--- src/rtl/core/bsdg_pkg.sv ---
// ----------------------------------------------------------------------------
// Box signed distance grid package
// Shared widths, register codes and the structs passed between the datapath
// modules of the box signed distance grid.
// ----------------------------------------------------------------------------
package bsdg_pkg;

	localparam int IDX_W     = 6;
	localparam int HALF_W    = 31;
	localparam int ORIG_W    = 32;
	localparam int STEP_W    = 31;
	localparam int DIST_W    = 32;
	localparam int CFG_W     = 32;
	localparam int CFG_IDX_W = 3;
	localparam int MAG_W     = 31;
	localparam int SQ_W      = 2 * MAG_W;
	localparam int SUM_W     = 64;
	localparam int ROOT_W    = 32;
	localparam int N_AXES    = 3;

	localparam logic [DIST_W-1:0] DIST_MAX = 32'h7FFF_FFFF;

	localparam logic [HALF_W-1:0] HALF_RESET = 31'd65536;
	localparam logic [STEP_W-1:0] STEP_RESET = 31'd65536;

	typedef enum logic [CFG_IDX_W-1:0] {
		REG_HALF_SIZE = 3'd0,
		REG_ORIGIN_X  = 3'd1,
		REG_ORIGIN_Y  = 3'd2,
		REG_ORIGIN_Z  = 3'd3,
		REG_STEP_X    = 3'd4,
		REG_STEP_Y    = 3'd5,
		REG_STEP_Z    = 3'd6
	} cfg_reg_t;

	// Per-axis result of the clamp stage.
	typedef struct packed {
		logic              clamped;
		logic              big;
		logic              csat;
		logic [MAG_W-1:0]  mag;
		logic [HALF_W-1:0] abs_s;
	} axis_res_t;

	// Sideband carried alongside the square root pipeline.
	typedef struct packed {
		logic                     outside;
		logic                     big;
		logic                     sat;
		logic signed [DIST_W-1:0] dist_in;
	} side_t;

	// One finished result.
	typedef struct packed {
		logic [DIST_W-1:0] dist_val;
		logic              outside;
		logic              sat;
	} res_t;

endpackage

--- src/rtl/core/bsdg_isqrt.sv ---
// ----------------------------------------------------------------------------
// Box signed distance grid, pipelined integer square root
// Restoring digit-by-digit root, one result bit per stage, truncated result.
// ----------------------------------------------------------------------------
module bsdg_isqrt import bsdg_pkg::*; (
	input  logic              clk,
	input  logic              en,
	input  logic [SUM_W-1:0]  radicand,
	input  side_t             side_in,
	output logic [ROOT_W-1:0] root,
	output side_t             side_out
);

	logic [SUM_W-1:0]  rem_s  [ROOT_W-1];
	logic [ROOT_W-1:0] root_s [ROOT_W];
	side_t             side_s [ROOT_W];

	for (genvar g = 0; g < ROOT_W; g++) begin : g_step
		localparam int K = ROOT_W - 1 - g;

		logic [SUM_W-1:0]  rem_in;
		logic [SUM_W-1:0]  trial;
		logic [ROOT_W-1:0] root_in;
		side_t             sd_in;
		logic              take;

		if (g == 0) begin : g_first
			assign rem_in  = radicand;
			assign root_in = '0;
			assign sd_in   = side_in;
		end else begin : g_next
			assign rem_in  = rem_s[g-1];
			assign root_in = root_s[g-1];
			assign sd_in   = side_s[g-1];
		end

		// Bits of the partial root all lie above K, so the OR is an add.
		assign trial = (SUM_W'(root_in) << (K + 1)) | (SUM_W'(1) << (2 * K));
		assign take  = (rem_in >= trial);

		always_ff @(posedge clk) begin
			if (en) begin
				root_s[g] <= take ? (root_in | (ROOT_W'(1) << K)) : root_in;
				side_s[g] <= sd_in;
			end
		end

		if (g < ROOT_W - 1) begin : g_rem
			always_ff @(posedge clk) begin
				if (en) begin
					rem_s[g] <= take ? (rem_in - trial) : rem_in;
				end
			end
		end
	end

	assign root     = root_s[ROOT_W-1];
	assign side_out = side_s[ROOT_W-1];

endmodule

--- config.mk ---
export PLATFORM = sky130hd
export DESIGN_NAME = bsdg_isqrt
export DESIGN_NICKNAME = d
export VERILOG_FILES = /design/src/rtl/core/bsdg_pkg.sv /design/src/rtl/core/bsdg_isqrt.sv
export SDC_FILE = /design/constraint.sdc
export NUM_CORES = 2
export LEC_CHECK = 0
export BUFFER_PORTS_ARGS = -buffer_cell sky130_fd_sc_hd__buf_2
export CAP_MARGIN = 20
export CORE_MARGIN = 2
export CORE_UTILIZATION = 39
export DETAILED_ROUTE_END_ITERATION = 8
export SLEW_MARGIN = 20
export SYNTH_ARGS = -nofsm -noshare
export SYNTH_HDL_FRONTEND = slang
export SYNTH_MEMORY_MAX_BITS = 65536
export SYNTH_SLANG_ARGS = --single-unit
export TNS_END_PERCENT = 5
--- constraint.sdc ---
create_clock -name clk -period 7.45 [get_ports clk]
set_clock_uncertainty 0.15 [all_clocks]
set_input_delay 1.49 -clock clk [delete_from_list [all_inputs] [get_ports clk]]
set_output_delay 1.49 -clock clk [all_outputs]
set_load 0.02 [all_outputs]
Word-level counts from Yosys, hierarchy flattened
Memory sizes are Yosys's and may differ from the RTL's.
Cells that the tools add are included.
{"block": "totals", "ff_bits": 0, "mem_bits_rw": 4128, "input_bits": 101, "output_inout_bits": 67, "word_cells": 131, "memories": 3}
{"block": "op_classes", "n_addsub": 31, "magnitude_cmp": 32, "muxes": 65}
{"name": "rem_s", "depth": 31, "width": 64, "rd": 31, "rd_ports_with_merged_regs": 0, "wr": 31, "line_no": "bsdg_isqrt.sv:14", "source": "logic [SUM_W-1:0] rem_s [ROOT_W-1];"}
{"name": "side_s", "depth": 32, "width": 35, "rd": 32, "rd_ports_with_merged_regs": 0, "wr": 32, "line_no": "bsdg_isqrt.sv:16", "source": "side_t side_s [ROOT_W];"}
{"name": "root_s", "depth": 32, "width": 32, "rd": 32, "rd_ports_with_merged_regs": 0, "wr": 32, "line_no": "bsdg_isqrt.sv:15", "source": "logic [ROOT_W-1:0] root_s [ROOT_W];"}
{"cell": "64-bit two-way mux", "n": 31}
{"cell": "64-bit by 33-bit >= comparator with 1-bit output", "n": 1}
{"cell": "64-bit by 34-bit >= comparator with 1-bit output", "n": 1}
{"cell": "64-bit by 35-bit >= comparator with 1-bit output", "n": 1}
{"cell": "64-bit by 36-bit >= comparator with 1-bit output", "n": 1}
{"cell": "64-bit by 37-bit >= comparator with 1-bit output", "n": 1}
{"cell": "64-bit by 38-bit >= comparator with 1-bit output", "n": 1}
{"cell": "64-bit by 39-bit >= comparator with 1-bit output", "n": 1}
{"cell": "64-bit by 40-bit >= comparator with 1-bit output", "n": 1}
{"cell": "64-bit by 41-bit >= comparator with 1-bit output", "n": 1}
{"cell": "64-bit by 42-bit >= comparator with 1-bit output", "n": 1}
{"cell": "64-bit by 43-bit >= comparator with 1-bit output", "n": 1}
{"cell": "64-bit by 44-bit >= comparator with 1-bit output", "n": 1}
{"cell": "64-bit by 45-bit >= comparator with 1-bit output", "n": 1}
{"cell": "64-bit by 46-bit >= comparator with 1-bit output", "n": 1}
{"cell": "64-bit by 47-bit >= comparator with 1-bit output", "n": 1}
{"cell": "64-bit by 48-bit >= comparator with 1-bit output", "n": 1}
{"cell": "64-bit by 49-bit >= comparator with 1-bit output", "n": 1}
{"cell": "64-bit by 50-bit >= comparator with 1-bit output", "n": 1}
{"cell": "64-bit by 51-bit >= comparator with 1-bit output", "n": 1}
{"cell": "64-bit by 52-bit >= comparator with 1-bit output", "n": 1}
{"cell": "64-bit by 53-bit >= comparator with 1-bit output", "n": 1}
{"cell": "64-bit by 54-bit >= comparator with 1-bit output", "n": 1}
{"cell": "64-bit by 55-bit >= comparator with 1-bit output", "n": 1}
{"cell": "other kinds (72)", "n": 74}

Depth between registers and ports, before layout
An unclocked memory read counts as a cell.
{"block": "logic_depth", "depth_word": 3, "ltp_mapped": 15, "mapped_depth_nobuf": 12}

Least setup slack after synthesis
Ideal clock, no wire load.
{"block": "synth_timing", "path_type": "reg2reg", "start": "memory rem_s[25][12] (netlist: rem_s[12][76])", "end": "memory rem_s[26][59] (netlist: rem_s[13][59]), data pin", "setup_time_ps": 267, "arrival_time_ps": 3188, "path_slack_ps": 3845, "stages_incl_launch_ff": 11, "synth_period_minus_slack_ps": 3605, "path_cell_list": "edfxtp_1 > ha_1 > or3_1 > o221a_2 > a2111oi_1 > nor3_1 > nor4b_2 > o31ai_1 > a2111oi_4 > nor4b_2 > xor2_1"}
{"item": "start: declaration", "line_no": "bsdg_isqrt.sv:14"}

==> flow_summary.yaml <==
logic_synthesis:
  synth_top_area_share_pct: 70.62
  synth_flop_cell: "edfxtp_1"
  synth_area_leaders: "edfxtp_1 71%, ha_1 4.5%, xnor2_1 2.6%, xor2_1 2.3%, a21oi_1 2.0%"
  syn_avg_cell_area_sq_um: 14.34
  synth_top_cell_by_area: "edfxtp_1"
  synthesis.nets: 11430
  synth_edf_count: 3632
  synth_cell_type_count: 95
  synth_warnings: 0
  async_flop_share_pct: 0
  syn_inst: 10770
  synth_area_sq_mm: 0.1544
  synth_seq_cells: 3632
  ys_seq_area_share_pct: 70.62
worst_setup_path:
  crit_type: "reg -> reg"
  critical_path.max_fanout: 32
  worst_ep_arrival_time_ns: 5.86
  cpPeakStageDelay_ns: 0.97
  timing.critical_path.cells: "ha_1 > a221o_1 > a311o_1 > a21o_1 > a2111oi_1 > or3_1 > and3_1 > clkinv_1 > buf_4 > nor2_1 > a21oi_1"
  startpoint_type: "flop"
  path_delay_family: "compound AO/OA/AOI/OAI gates"
  cp_slowest_cell: "clkinv_1"
  crit_buf_inv: 2
  reg2reg_from: "rem_s[12][83]$_DFFE_PP_"
  required_ns: 7.97
  cp-end-kind: "flop"
  crit_start: "rem_s[12][83]$_DFFE_PP_"
routing:
  route.detailed.drc: 0
  vias: 88510
  wl_per_cell_um: 21.37
  via_per_inst: 5.273
  top_layer_used: "met5"
  drt_iter0_drc: 8486
  route.met2.wl_mm: 166.8
  met3_length_mm: 19.66
  firstDrtPassIters: 6
  wl_mm: 358.7
  wirelength_met1_mm: 160.5
  drtAntennaViolNets: 0
pwr:
  peakVddDrop_mv: 0.2053
  p_total_uw: 55640
  p_leak_uw: 0.06359
  power.density_mw_per_mm2: 317.9
sta:
  hold_ws_ns: 0.2153
  rsz0062_at_grt: "no"
  worstMarginPinSlew_ns: 1.133
  fmax_ghz: 0.1874
  report.final.slew_viol_count: 0
  min_period_ns: 5.337
  tns_ns: 0
  finalHoldViolCount: 0
  setup_viol: 0
  period_share_pct: 71.64
  max_slew_margin_pct: 24.47
clock_network:
  clk_path_buf_depth: 4
  cts_tree: "done"
  cts_setup_buffers: 0
  htree_levels: 5
  clk_latency_ns: 0.96
  ctsHoldBuffers: 0
  numCtsBuffers: 388
  cts_root_buffer: "clkbuf_16"
  cts_sinks: 3632
  clk_pin_slew_worst_paths_ns: 0.06
  post_cts_resized: 0
global_routing:
  grt_overflow_total: 0
  antenna_found_initial: 17
  grt_pass1_vias: 87520
  grt_usage_pct: 17.59
  grt_max_degree: 177
  grt_pass1_wl_mm: 544.2
floorplanning:
  die_area_sq_mm: 0.4011
  die_y_um: 633.3
  die_w_um: 633.3
  core_sq_mm: 0.3951
  initial_core_util_pct: 39.09
  placement_rows: 231
  pin_count: 168
layout:
  nNetsFinal: 11880
  final_area_sq_mm: 0.1750
  final_cells: 16780
  drive_above_1_share_pct: 8.780
  syn2layout_area_growth_pct: 13.32
run:
  drv_cap: 0
placed_design:
  numPlacedInstances: 16070
  place_area_sq_mm: 0.1621
  dpl.hpwl_mm: 261.3
  portBuffers: 167
  gp_congestion: 0.9254
worst_hold_path:
  hold_path.class: "reg -> reg"
  hold_start: "side_s[15][20]$_DFFE_PP_"
outcome:
  outcome: "finished, final reports clean"
==> where the power goes <==
part	switching [uW]	internal (uW)	total, uW
registers	1750	25300	27100
clock network	8090	11300	19400
logic	5520	3620	9130
==> cell families after synthesis <==
| family | count (synthesis) | synth area share (%) |
|---|---|---|
| AO/OA/AOI/OAI | 1877 | 7.618 |
| XOR/XNOR | 877 | 4.973 |
| AND/OR/NAND/NOR | 2840 | 9.439 |
| buffers and inverters | 899 | 2.222 |
| multiplexers | 84 | 0.6084 |
| flip-flops | 3632 | 70.62 |
| adder cells (fa/ha/maj) | 558 | 4.521 |
==> worst reg2reg max path, delay by kind of cell, from the launching register on <==
family	cells	cell delay [ns]
simple gates	3	0.91
flops	1	0.40
buf+inv	2	1.51
fa+ha+maj	1	0.42
compound gates	5	1.69
==> through the flow <==
step	util (%)	worst slack (ns)
2_1_floorplan	-	3.845
3_3_place_gp	41.03	2.244
3_5_place_dp	41.04	2.486
4_1_cts	44.29	2.461
5_1_grt	44.30	1.786
6_report	44.30	2.113
==> worst paths after layout <==
kind	to	slack, ns	cells after the start
hold / removal	side_s[16][20]$_DFFE_PP_	0.22	0
setup reg to reg	rem_s[13][12]$_DFFE_PP_	2.11	11
hold reg to reg	side_s[16][20]$_DFFE_PP_	0.22	0
setup / recovery	rem_s[13][12]$_DFFE_PP_	2.11	11
==> final cells by class <==
class	instances	area, sq um
fill	34860	220100
sequential	3632	109100
multi-input combinational	6236	42020
clock buffer	456	10070
tap	5242	6559
clock inverter	250	2789
inverter	704	2643
timing repair buffer	260	1864
antenna	4	10.01
==> synth_stat cells, types with 95 or more instances <==
library cell / count
a21o_1: 252
a21oi_1: 628
clkbuf_1: 159
edfxtp_1: 3632
ha_1: 558
inv_1: 703
nand2_1: 578
nand2b_1: 95
nand3_1: 166
nand4_1: 164
nor2_1: 668
nor3_1: 296
nor4_1: 325
o21a_1: 113
o21ai_0: 413
or3_1: 102
xnor2_1: 463
xor2_1: 414
==> cell usage in the layout, fill, tap and decap left out, types with 322 or more instances in the layout <==
cell          n
xor2_1      414
clkbuf_16   393
xnor2_1     463
nand2_1     578
edfxtp_1   3632
nor2_1      668
o21ai_0     410
ha_1        558
nor4_1      322
inv_1       702
a21oi_1     628
==> routing by layer <==
layer	vias up	global-route usage [%]
met1	43590	24.42
li1	41740	-
met2	2579	28.47
met4	2	5.797
met3	597	2.443
met5	-	0
==> sequential cells by signal, indices dropped and copies added, names as in the netlist <==
| name | flops |
|---|---|
| rem_s | 1984 |
| side_s | 1120 |
| root_s | 528 |
No activity file was read; power rests on OpenSTA's default activity.
