===== src/rtl/core/bsdg_pkg.sv =====
// ----------------------------------------------------------------------------
// Box signed distance grid package
// Shared widths, register codes and the structs passed between the datapath
// modules of the box signed distance grid.
// ----------------------------------------------------------------------------
package bsdg_pkg;

	localparam int IDX_W     = 6;
	localparam int HALF_W    = 31;
	localparam int ORIG_W    = 32;
	localparam int STEP_W    = 31;
	localparam int DIST_W    = 32;
	localparam int CFG_W     = 32;
	localparam int CFG_IDX_W = 3;
	localparam int MAG_W     = 31;
	localparam int SQ_W      = 2 * MAG_W;
	localparam int SUM_W     = 64;
	localparam int ROOT_W    = 32;
	localparam int N_AXES    = 3;

	localparam logic [DIST_W-1:0] DIST_MAX = 32'h7FFF_FFFF;

	localparam logic [HALF_W-1:0] HALF_RESET = 31'd65536;
	localparam logic [STEP_W-1:0] STEP_RESET = 31'd65536;

	typedef enum logic [CFG_IDX_W-1:0] {
		REG_HALF_SIZE = 3'd0,
		REG_ORIGIN_X  = 3'd1,
		REG_ORIGIN_Y  = 3'd2,
		REG_ORIGIN_Z  = 3'd3,
		REG_STEP_X    = 3'd4,
		REG_STEP_Y    = 3'd5,
		REG_STEP_Z    = 3'd6
	} cfg_reg_t;

	// Per-axis result of the clamp stage.
	typedef struct packed {
		logic              clamped;
		logic              big;
		logic              csat;
		logic [MAG_W-1:0]  mag;
		logic [HALF_W-1:0] abs_s;
	} axis_res_t;

	// Sideband carried alongside the square root pipeline.
	typedef struct packed {
		logic                     outside;
		logic                     big;
		logic                     sat;
		logic signed [DIST_W-1:0] dist_in;
	} side_t;

	// One finished result.
	typedef struct packed {
		logic [DIST_W-1:0] dist_val;
		logic              outside;
		logic              sat;
	} res_t;

endpackage


===== src/rtl/core/bsdg_axis.sv =====
// ----------------------------------------------------------------------------
// Box signed distance grid, per-axis front end
// Three pipeline stages: grid position product, origin offset with coordinate
// saturation, and clamping against the cube half size.
// ----------------------------------------------------------------------------
module bsdg_axis import bsdg_pkg::*; #(
	parameter int GRID_SIZE  = 64,
	parameter int COORD_BITS = 32
) (
	input  logic                     clk,
	input  logic                     en,
	input  logic [IDX_W-1:0]         idx,
	input  logic [STEP_W-1:0]        step,
	input  logic signed [ORIG_W-1:0] origin,
	input  logic [HALF_W-1:0]        half,
	output axis_res_t                res
);

	localparam int IDX_TOP = (1 << IDX_W) - 1;
	localparam int IDX_MAX = (GRID_SIZE - 1 < IDX_TOP) ? GRID_SIZE - 1 : IDX_TOP;
	localparam logic [IDX_W-1:0] IDX_LIM = IDX_W'(IDX_MAX);
	localparam int PROD_W = IDX_W + STEP_W;
	localparam int PS_W   = PROD_W + 2;
	localparam int XW     = ((PS_W > COORD_BITS) ? PS_W : COORD_BITS) + 1;
	localparam longint P_HI_L = (longint'(1) <<< (COORD_BITS - 1)) - 1;
	localparam logic signed [XW-1:0] P_HI = XW'(P_HI_L);
	localparam logic signed [XW-1:0] P_LO = XW'(-P_HI_L - 1);
	localparam int EW = ((COORD_BITS > ORIG_W) ? COORD_BITS : ORIG_W) + 2;
	localparam logic signed [EW-1:0] ZERO_E = '0;

	logic [IDX_W-1:0]              idx_c;
	logic [PROD_W-1:0]             prod_s1;
	logic signed [PS_W-1:0]        psum;
	logic signed [XW-1:0]          pwide;
	logic signed [COORD_BITS-1:0]  p_s2;
	logic                          csat_s2;
	logic signed [EW-1:0]          pe;
	logic signed [EW-1:0]          he;
	logic signed [EW-1:0]          dm_hi;
	logic signed [EW-1:0]          dm_lo;
	logic signed [EW-1:0]          pneg;
	axis_res_t                     res_s3;

	// Stage 1: index limit and position product.
	assign idx_c = (idx > IDX_LIM) ? IDX_LIM : idx;

	always_ff @(posedge clk) begin
		if (en) begin
			prod_s1 <= PROD_W'(idx_c) * PROD_W'(step);
		end
	end

	// Stage 2: add the origin and saturate to the coordinate range.
	assign psum  = $signed({{(PS_W - ORIG_W){origin[ORIG_W-1]}}, origin})
		+ $signed({2'b00, prod_s1});
	assign pwide = $signed({{(XW - PS_W){psum[PS_W-1]}}, psum});

	always_ff @(posedge clk) begin
		if (en) begin
			if (pwide > P_HI) begin
				p_s2    <= P_HI[COORD_BITS-1:0];
				csat_s2 <= 1'b1;
			end else if (pwide < P_LO) begin
				p_s2    <= P_LO[COORD_BITS-1:0];
				csat_s2 <= 1'b1;
			end else begin
				p_s2    <= pwide[COORD_BITS-1:0];
				csat_s2 <= 1'b0;
			end
		end
	end

	// Stage 3: clamp to the cube and take the distance beyond the face.
	assign pe    = $signed({{(EW - COORD_BITS){p_s2[COORD_BITS-1]}}, p_s2});
	assign he    = $signed({{(EW - HALF_W){1'b0}}, half});
	assign dm_hi = pe - he;
	assign dm_lo = ZERO_E - he - pe;
	assign pneg  = ZERO_E - pe;

	always_ff @(posedge clk) begin
		if (en) begin
			res_s3.csat <= csat_s2;
			if (pe > he) begin
				res_s3.clamped <= 1'b1;
				res_s3.big     <= (dm_hi[EW-1:MAG_W] != '0);
				res_s3.mag     <= dm_hi[MAG_W-1:0];
				res_s3.abs_s   <= half;
			end else if (dm_lo > ZERO_E) begin
				res_s3.clamped <= 1'b1;
				res_s3.big     <= (dm_lo[EW-1:MAG_W] != '0);
				res_s3.mag     <= dm_lo[MAG_W-1:0];
				res_s3.abs_s   <= half;
			end else begin
				res_s3.clamped <= 1'b0;
				res_s3.big     <= 1'b0;
				res_s3.mag     <= '0;
				res_s3.abs_s   <= pe[EW-1] ? pneg[HALF_W-1:0] : pe[HALF_W-1:0];
			end
		end
	end

	assign res = res_s3;

endmodule


===== config.mk =====
export PLATFORM = sky130hd
export DESIGN_NAME = bsdg_axis
export DESIGN_NICKNAME = d
export VERILOG_FILES = /design/src/rtl/core/bsdg_pkg.sv /design/src/rtl/core/bsdg_axis.sv
export SDC_FILE = /design/constraint.sdc
export NUM_CORES = 1
export LEC_CHECK = 0
export ABC_AREA = 1
export BUFFER_PORTS_ARGS = -buffer_cell sky130_fd_sc_hd__clkbuf_2
export CORE_MARGIN = 2
export CORE_UTILIZATION = 50
export DETAILED_ROUTE_END_ITERATION = 10
export GPL_ROUTABILITY_DRIVEN = 0
export PLACE_DENSITY_LB_ADDON = 0.3
export SLEW_MARGIN = 20
export SYNTH_ARGS = -nofsm -noshare
export SYNTH_HDL_FRONTEND = slang
export SYNTH_SLANG_ARGS = --single-unit

===== constraint.sdc =====
create_clock -name clk -period 6.02 [get_ports clk]
set_input_delay 1.204 -clock clk [delete_from_list [all_inputs] [get_ports clk]]
set_output_delay 1.204 -clock clk [all_outputs]
set_load 0.005 [all_outputs]

# [Word-level counts from Yosys, hierarchy flattened]
# Cells that the tools add are included.
[totals] inputBits=102 wordCells=29 output_inout_bits=65 reg_bits=135
[classes] multipliers=1 reduce_logical=2 n_addsub=5 muxes=8 n_lt_le_gt_ge=5
[ops] operator="2-to-1 mux 62 bit" count=2
[ops] operator="subtractor 32 x 32 -> 33 bit" count=2
[ops] operator="adder 32 x 38 -> 39 bit" count=1
[ops] operator="> comparator 39 x 32 -> 1 bit (second input constant)" count=1
[ops] operator="less-than comparator 39 x 32 -> 1 bit (second input constant)" count=1
[ops] operator="multiplier 6 x 31 -> 37 bit" count=1
[ops] operator="> comparator 33 x 1 -> 1 bit (second input constant)" count=1
[ops] operator="> comparator 32 bit" count=1
[ops] operator="2-to-1 mux 32 bit" count=1
[ops] operator="subtractor 1 x 31 -> 32 bit (first input constant)" count=1
[ops] operator="2-to-1 mux 31 bit" count=1
[ops] operator="subtractor 1 x 31 -> 31 bit (first input constant)" count=1
[ops] operator="> comparator 6 bit (second input constant)" count=1
[ops] operator="2-to-1 mux 6 bit" count=1
[ops] operator="nonzero test 3 bit" count=2
[ops] operator="2-to-1 mux 1 bit" count=2
[ops] operator="2-to-1 mux 2 bit" count=1

# [Depth between registers and ports, before layout]
# Gate-level depths: netlist of run 1.
[depth] depth_word=5 mapped_depth=35 depth_no_buf=34

# [Worst setup path after synthesis of run 1]
# OpenSTA, ideal clock, no wires.
[synth_path] path_type="input -> register" from="input port idx[5]" to="register prod_s1[20], data pin" cell_stages=16 setup_ns=0.261 n_path_buf=1 setup_slack_ns=0.981 t_arrival_ns=4.778 required_ns=5.759 cell_sequence="clkbuf_1 -> nand2_1 -> fa_1 -> fa_1 -> inv_1 -> fa_1 -> ha_1 -> nand2_1 -> nor3_1 -> nor2_1 -> o21ai_0 -> a31oi_1 -> o21ai_0 -> nand2_1 -> nand2_1 -> xor2_1"
[synth_via] elab_chain_cells=3
[synth_rtl] item="start: declaration" line_no="bsdg_axis.sv:12" rtl="input logic [IDX_W-1:0] idx,"
[synth_rtl] item="> comparator 6 bit" line_no="bsdg_axis.sv:45" rtl="assign idx_c = (idx > IDX_LIM) ? IDX_LIM : idx;"
[synth_rtl] item="2-to-1 mux 6 bit (*)" line_no="bsdg_axis.sv:45"
[synth_rtl] item="multiplier 6 x 31 -> 37 bit (*)" line_no="bsdg_axis.sv:49" rtl="prod_s1 <= PROD_W'(idx_c) * PROD_W'(step);"
[synth_rtl] item="end signal: assignment" line_no="bsdg_axis.sv:49"
[synth_rtl] item="end: declaration" line_no="bsdg_axis.sv:32" rtl="logic [PROD_W-1:0] prod_s1;"
# Every way passes the cells marked *; elsewhere a longest branch is shown, timed or not.
# A chain may end at the register's enable or synchronous reset.

# [Worst setup path after layout of run 1]
[layout_path] from="input port half[1]" to="register res_s3 (netlist bit res[9]), data pin"
[layout_via] elab_chain_cells=5
[layout_rtl] item="start: declaration" line_no="bsdg_axis.sv:15" rtl="input logic [HALF_W-1:0] half,"
[layout_rtl] item="subtractor 1 x 31 -> 32 bit" line_no="bsdg_axis.sv:77" rtl="assign dm_lo = ZERO_E - he - pe;"
[layout_rtl] item="subtractor 32 x 32 -> 33 bit" line_no="bsdg_axis.sv:77"
[layout_rtl] item="> comparator 33 x 1 -> 1 bit" line_no="bsdg_axis.sv:88" rtl="end else if (dm_lo > ZERO_E) begin"
[layout_rtl] item="2-to-1 mux 62 bit" line_no="bsdg_axis.sv:88"
[layout_rtl] item="2-to-1 mux 62 bit (*)" line_no="bsdg_axis.sv:83" rtl="if (pe > he) begin"
[layout_rtl] item="end: declaration" line_no="bsdg_axis.sv:42" rtl="axis_res_t res_s3;"
# Marks and branches as above.

==> metrics.csv, run 1 <==
metric;value;unit
status;completed;
final_common_cell;nand2_1;
drc;0;
htree_levels;4;
wl;53900;microns
worst_pin_slew;952;ps
synth_nets;3206;
crit_required;6330;ps
syn_inst;2836;
crit_path_frequent_cell;nand2_1;
setup_viol;0;
syn_to_final_growth;10.1;%
min_period;5350;ps
vias;18752;
critPathKind;primary input to flop;
cts_sinks;135;
yosysWarnings;0;
die_y;201;microns
tns;0;ps
drv_slew;0;
grt_overflow_total;0;
cellLeakagePower;0.0118;uW
die_area;0.0402;sq mm
ys_seq_elements;135;
maxCapViolations;0;
core-area;0.0378;sq mm
clk_pin_slew_worst_paths;60;ps
synth_edf_count;135;
grt_max_degree;98;
critPathMaxFanout;17;
hpwl;44400;microns
io_pins;167;
fin_skew;13.3;ps
cts_tree;yes;
fin_area;0.0213;sq mm
via_per_inst;5.33;
postSynth.asyncResetShare;0;
combPwrFrac;0.670;
yosysSeqAreaShare;0.210;
row_count;71;
antenna_left;0;
power.internal;4050;uW
ctsRootBufferMaster;clkbuf_16;
cpPeakStageDelay;380;ps
antenna_found_initial;4;
critPathCaptureType;flop;
drtIter0Drc;1171;
routedWlPerCell;15.3;microns
finalHoldViolCount;0;
critPathLaunchType;primary input;
yosysUniqueCellTypes;49;
die_x;201;microns
nets;3360;
grt_first_pass_wirelength;89000;microns
p_switching;4180;uW
avgSynthCellArea;6.81;sq um
grtUsageTotal;0.272;
place_area;0.0206;sq mm
clkPwrFrac;0.123;
p_sw_frac;0.508;
port_buffers;166;
irDropWorstVdd;0.000251;V
drive_above_1_share;0.0829;
p_seq_frac;0.207;
grt_pass1_vias;18576;
cp_slowest_cell;ha_1;
fmax;0.187;GHz
netlist_area;0.0193;sq mm
final_cell_mix;nand2_1, inv_1, nor2_1, clkbuf_2, a21oi_1;
min_path_type;flop to flop;
arrival;5660;ps
post-route-period-util;0.888;
drt_first_pass_iters;7;
ys.flop_type;edfxtp_1;
relSlewSlack;0.364;
powerDensity;387;mW/mm^2
clock_latency;460;ps
clock_path_buffers;2;
start_util;0.510;
grt_setup_unrepaired;false;
cts_buffers;17;
[cell usage after synthesis (11+ instances only)]
master    instances  share of area
nand2_1         902           0.18
inv_1           569           0.11
nor2_1          194          0.038
a21oi_1         154          0.040
ha_1            148          0.096
edfxtp_1        135           0.21
fa_1            120           0.12
nand3_1         120          0.031
xor2_1          111          0.050
o21ai_0          82          0.021
nand4_1          56          0.018
nor3_1           37         0.0096
xnor2_1          33          0.015
clkbuf_1         25         0.0049
a31oi_1          19         0.0062
a21o_1           11         0.0043
[routing by layer]
metal	wire [microns]	GRT usage	share of wire
met5	28	0	0.00052
met4	3040	0.145	0.056
met3	3770	0.0419	0.070
met2	25900	0.480	0.48
met1	21100	0.318	0.39
[kinds of logic after synthesis]
family / after synthesis / synth area share
xor+xnor: 144 / 0.0653
buf+inv: 621 / 0.124
flops: 135 / 0.210
compound gates: 306 / 0.0878
simple gates: 1362 / 0.292
fa+ha+maj: 268 / 0.220
[registers in the layout, indices dropped and copies added, names as in the netlist]
name     flops
p_s2        32
res         65
csat_s2      1
prod_s1     37
[area by class of cell]
type                            instances  area, sq um
Fill cell                            3675        16600
Inverter                              573         2150
Tap cell                              511          639
Clock inverter                         13          123
Sequential cell                       135         4050
Multi-Input combinational cell       2081        12900
Clock buffer                           19          433
Timing Repair Buffer                  182          961
Antenna cell                            1         2.50
[through the flow]
stage | total power [uW] | util | cells | setup WS [ps] | hold WS [ps]
finish | 8230 | 0.562 | 3515 | 673 | 426
detailed placement | 7070 | 0.545 | 3479 | 117 | 424
global placement | 6990 | 0.545 | 3479 | 192 | 423
floorplan | 5690 | - | 2836 | 981 | 400
CTS | 8100 | 0.560 | 3511 | 560 | 429
global route | 9010 | 0.562 | 3514 | 34.8 | 447
[worst paths after layout]
| kind | startpoint | end | slack, ps | depth (start not counted) |
|---|---|---|---|---|
| worst min-delay path | csat_s2 | res[62] | 430 | 0 |
| worst min register to register | csat_s2 | res[62] | 430 | 0 |
| worst max-delay path | half[1] | res[9] | 670 | 33 |
| worst max register to register | p_s2[2] | res[54] | 2250 | 13 |
[power by group through the flow]
| stage | registers, uW | clock network (uW) | logic (uW) |
|---|---|---|---|
| floorplan | 1690 | 0 | 4010 |
| global placement | 1720 | 0 | 5270 |
| detailed placement | 1720 | 0 | 5350 |
| CTS | 1700 | 1020 | 5380 |
| global route | 1740 | 1050 | 6230 |
| finish | 1700 | 1010 | 5510 |
[worst max-delay path, delay by kind of cell]
kind / cells / cell delay, ps
AND/OR/NAND/NOR: 26 / 3200
buffers and inverters: 5 / 640
adder cells (fa/ha/maj): 2 / 600
[repair_timing]
item                                    4_1_cts  5_1_grt
buffers inserted                              0        2
resized for setup                             0        5
endpoints found under the setup margin        0       32
hold buffers                                  0        0
Power figures use the tool's default switching activity.
==> inputs of run 2 (changes only) <==
Settings changed: CORE_UTILIZATION 50 to 45.
==> run 2 against run 1 <==
Compared with the run above: register-to-register slack gained 130 ps; largest cell class unchanged; setup slack worse by 91 ps; critical path type unchanged; sequential share of layout area about the same.
==> metrics.csv, run 2 (synthesis results as in run 1) <==
metric;value;unit
status;completed;
antenna_cells;0;
use_met3;0.0355;
fin_skew;10.8;ps
min_path_type;flop to flop;
largest_reg_flops;65;
fill_cells;4170;
crit_required;6320;ps
maxCapViolations;0;
tns;0;ps
irDropWorstVdd;0.000236;V
worst_pin_slew;915;ps
setup_viol;0;
cp_slowest_cell;ha_1;
port_buffers;166;
die_x;211;microns
antenna_left;0;
htree_levels;4;
vias;18668;
final_cell_mix;nand2_1, inv_1, nor2_1, clkbuf_2, a21oi_1;
cellLeakagePower;0.0118;uW
critPathLaunchType;primary input;
worstRegToRegCells;13;
wl;54500;microns
met2_usage;0.440;
routedWlPerCell;15.4;microns
start_util;0.458;
critPathKind;primary input to flop;
cts_resized;0;
ff2ff_setup_slack;2380;ps
critPathCaptureType;flop;
finalHoldViolCount;0;
final_common_cell;nand2_1;
arrival;5740;ps
grt_pass1_vias;18362;
clock_path_buffers;2;
clk_pin_slew_worst_paths;60;ps
hpwl;45500;microns
die_y;211;microns
syn_to_final_growth;9.94;%
io_pins;167;
core-area;0.0421;sq mm
cts_buffers;17;
via_per_inst;5.27;
cts_sinks;135;
ctsRootBufferMaster;clkbuf_16;
drtIter0Drc;1358;
clock_latency;440;ps
post-route-period-util;0.903;
powerDensity;384;mW/mm^2
preCtsSetupSlack;125;ps
grt_first_pass_wirelength;88500;microns
row_count;75;
finish.utilization;0.504;
relSlewSlack;0.389;
die_area;0.0446;sq mm
busiest_layer;met2;
grtUsageTotal;0.249;
critPathMaxFanout;17;
min_period;5440;ps
grt_max_degree;88;
grt_setup_unrepaired;false;
antenna_found_initial;7;
use_met1;0.294;
nets;3359;
cts_hold_buf;0;
cpPeakStageDelay;360;ps
grt_overflow_total;0;
drt_first_pass_iters;6;
drive_above_1_share;0.0823;
cts_tree;yes;
fmax;0.184;GHz
cts_setup_buffers;0;
drc;0;
whs_path_depth;0;
drv_slew;0;
worst_slack;582;ps
[run 2: final timing paths]
path / start / to
worst min register to register: csat_s2 / res[62]
worst max register to register: p_s2[2] / res[54]
worst min-delay path: csat_s2 / res[62]
worst max-delay path: half[1] / res[16]
[run 2: routing by layer]
metal / vias up / share of wire
met4: 14 / 0.049
met2: 684 / 0.48
met3: 183 / 0.063
met1: 8561 / 0.40
li1: 9226 / -
met5: - / 0.0018
[run 2: where the power goes]
group / internal (uW) / switching (uW) / total (uW)
Clock: 526 / 432 / 958
Sequential: 1550 / 160 / 1710
Combinational: 1930 / 3550 / 5480
Total: 4000 / 4140 / 8150
[run 2: per-stage QoR]
step | cell area, sq um | total power, uW | hold slack, ps | std cells
final | 21200 | 8150 | 420 | 3541
after global routing | 21200 | 8940 | 430 | 3541
after CTS | 21200 | 8090 | 422 | 3541
after detailed placement | 20700 | 7100 | 417 | 3509
after global placement | 20700 | 7020 | 416 | 3509
after floorplan | 19300 | 5690 | 400 | 2836
[run 2: critical path: cells and delay by family]
family | cells | cell delay (ps)
adders and majority gates | 2 | 590
buffers and inverters | 5 | 650
xor gates and xnor gates | 1 | 150
and+or+nand+nor | 23 | 3150
[run 2: cell type report]
type,instances,area [sq um],share of cell area
Tap cell,539,674,0.0318
Sequential cell,135,4050,0.191
Inverter,573,2150,0.101
Multi-Input combinational cell,2080,12900,0.606
Clock buffer,18,429,0.0202
Timing Repair Buffer,182,957,0.0451
Clock inverter,14,103,0.00483
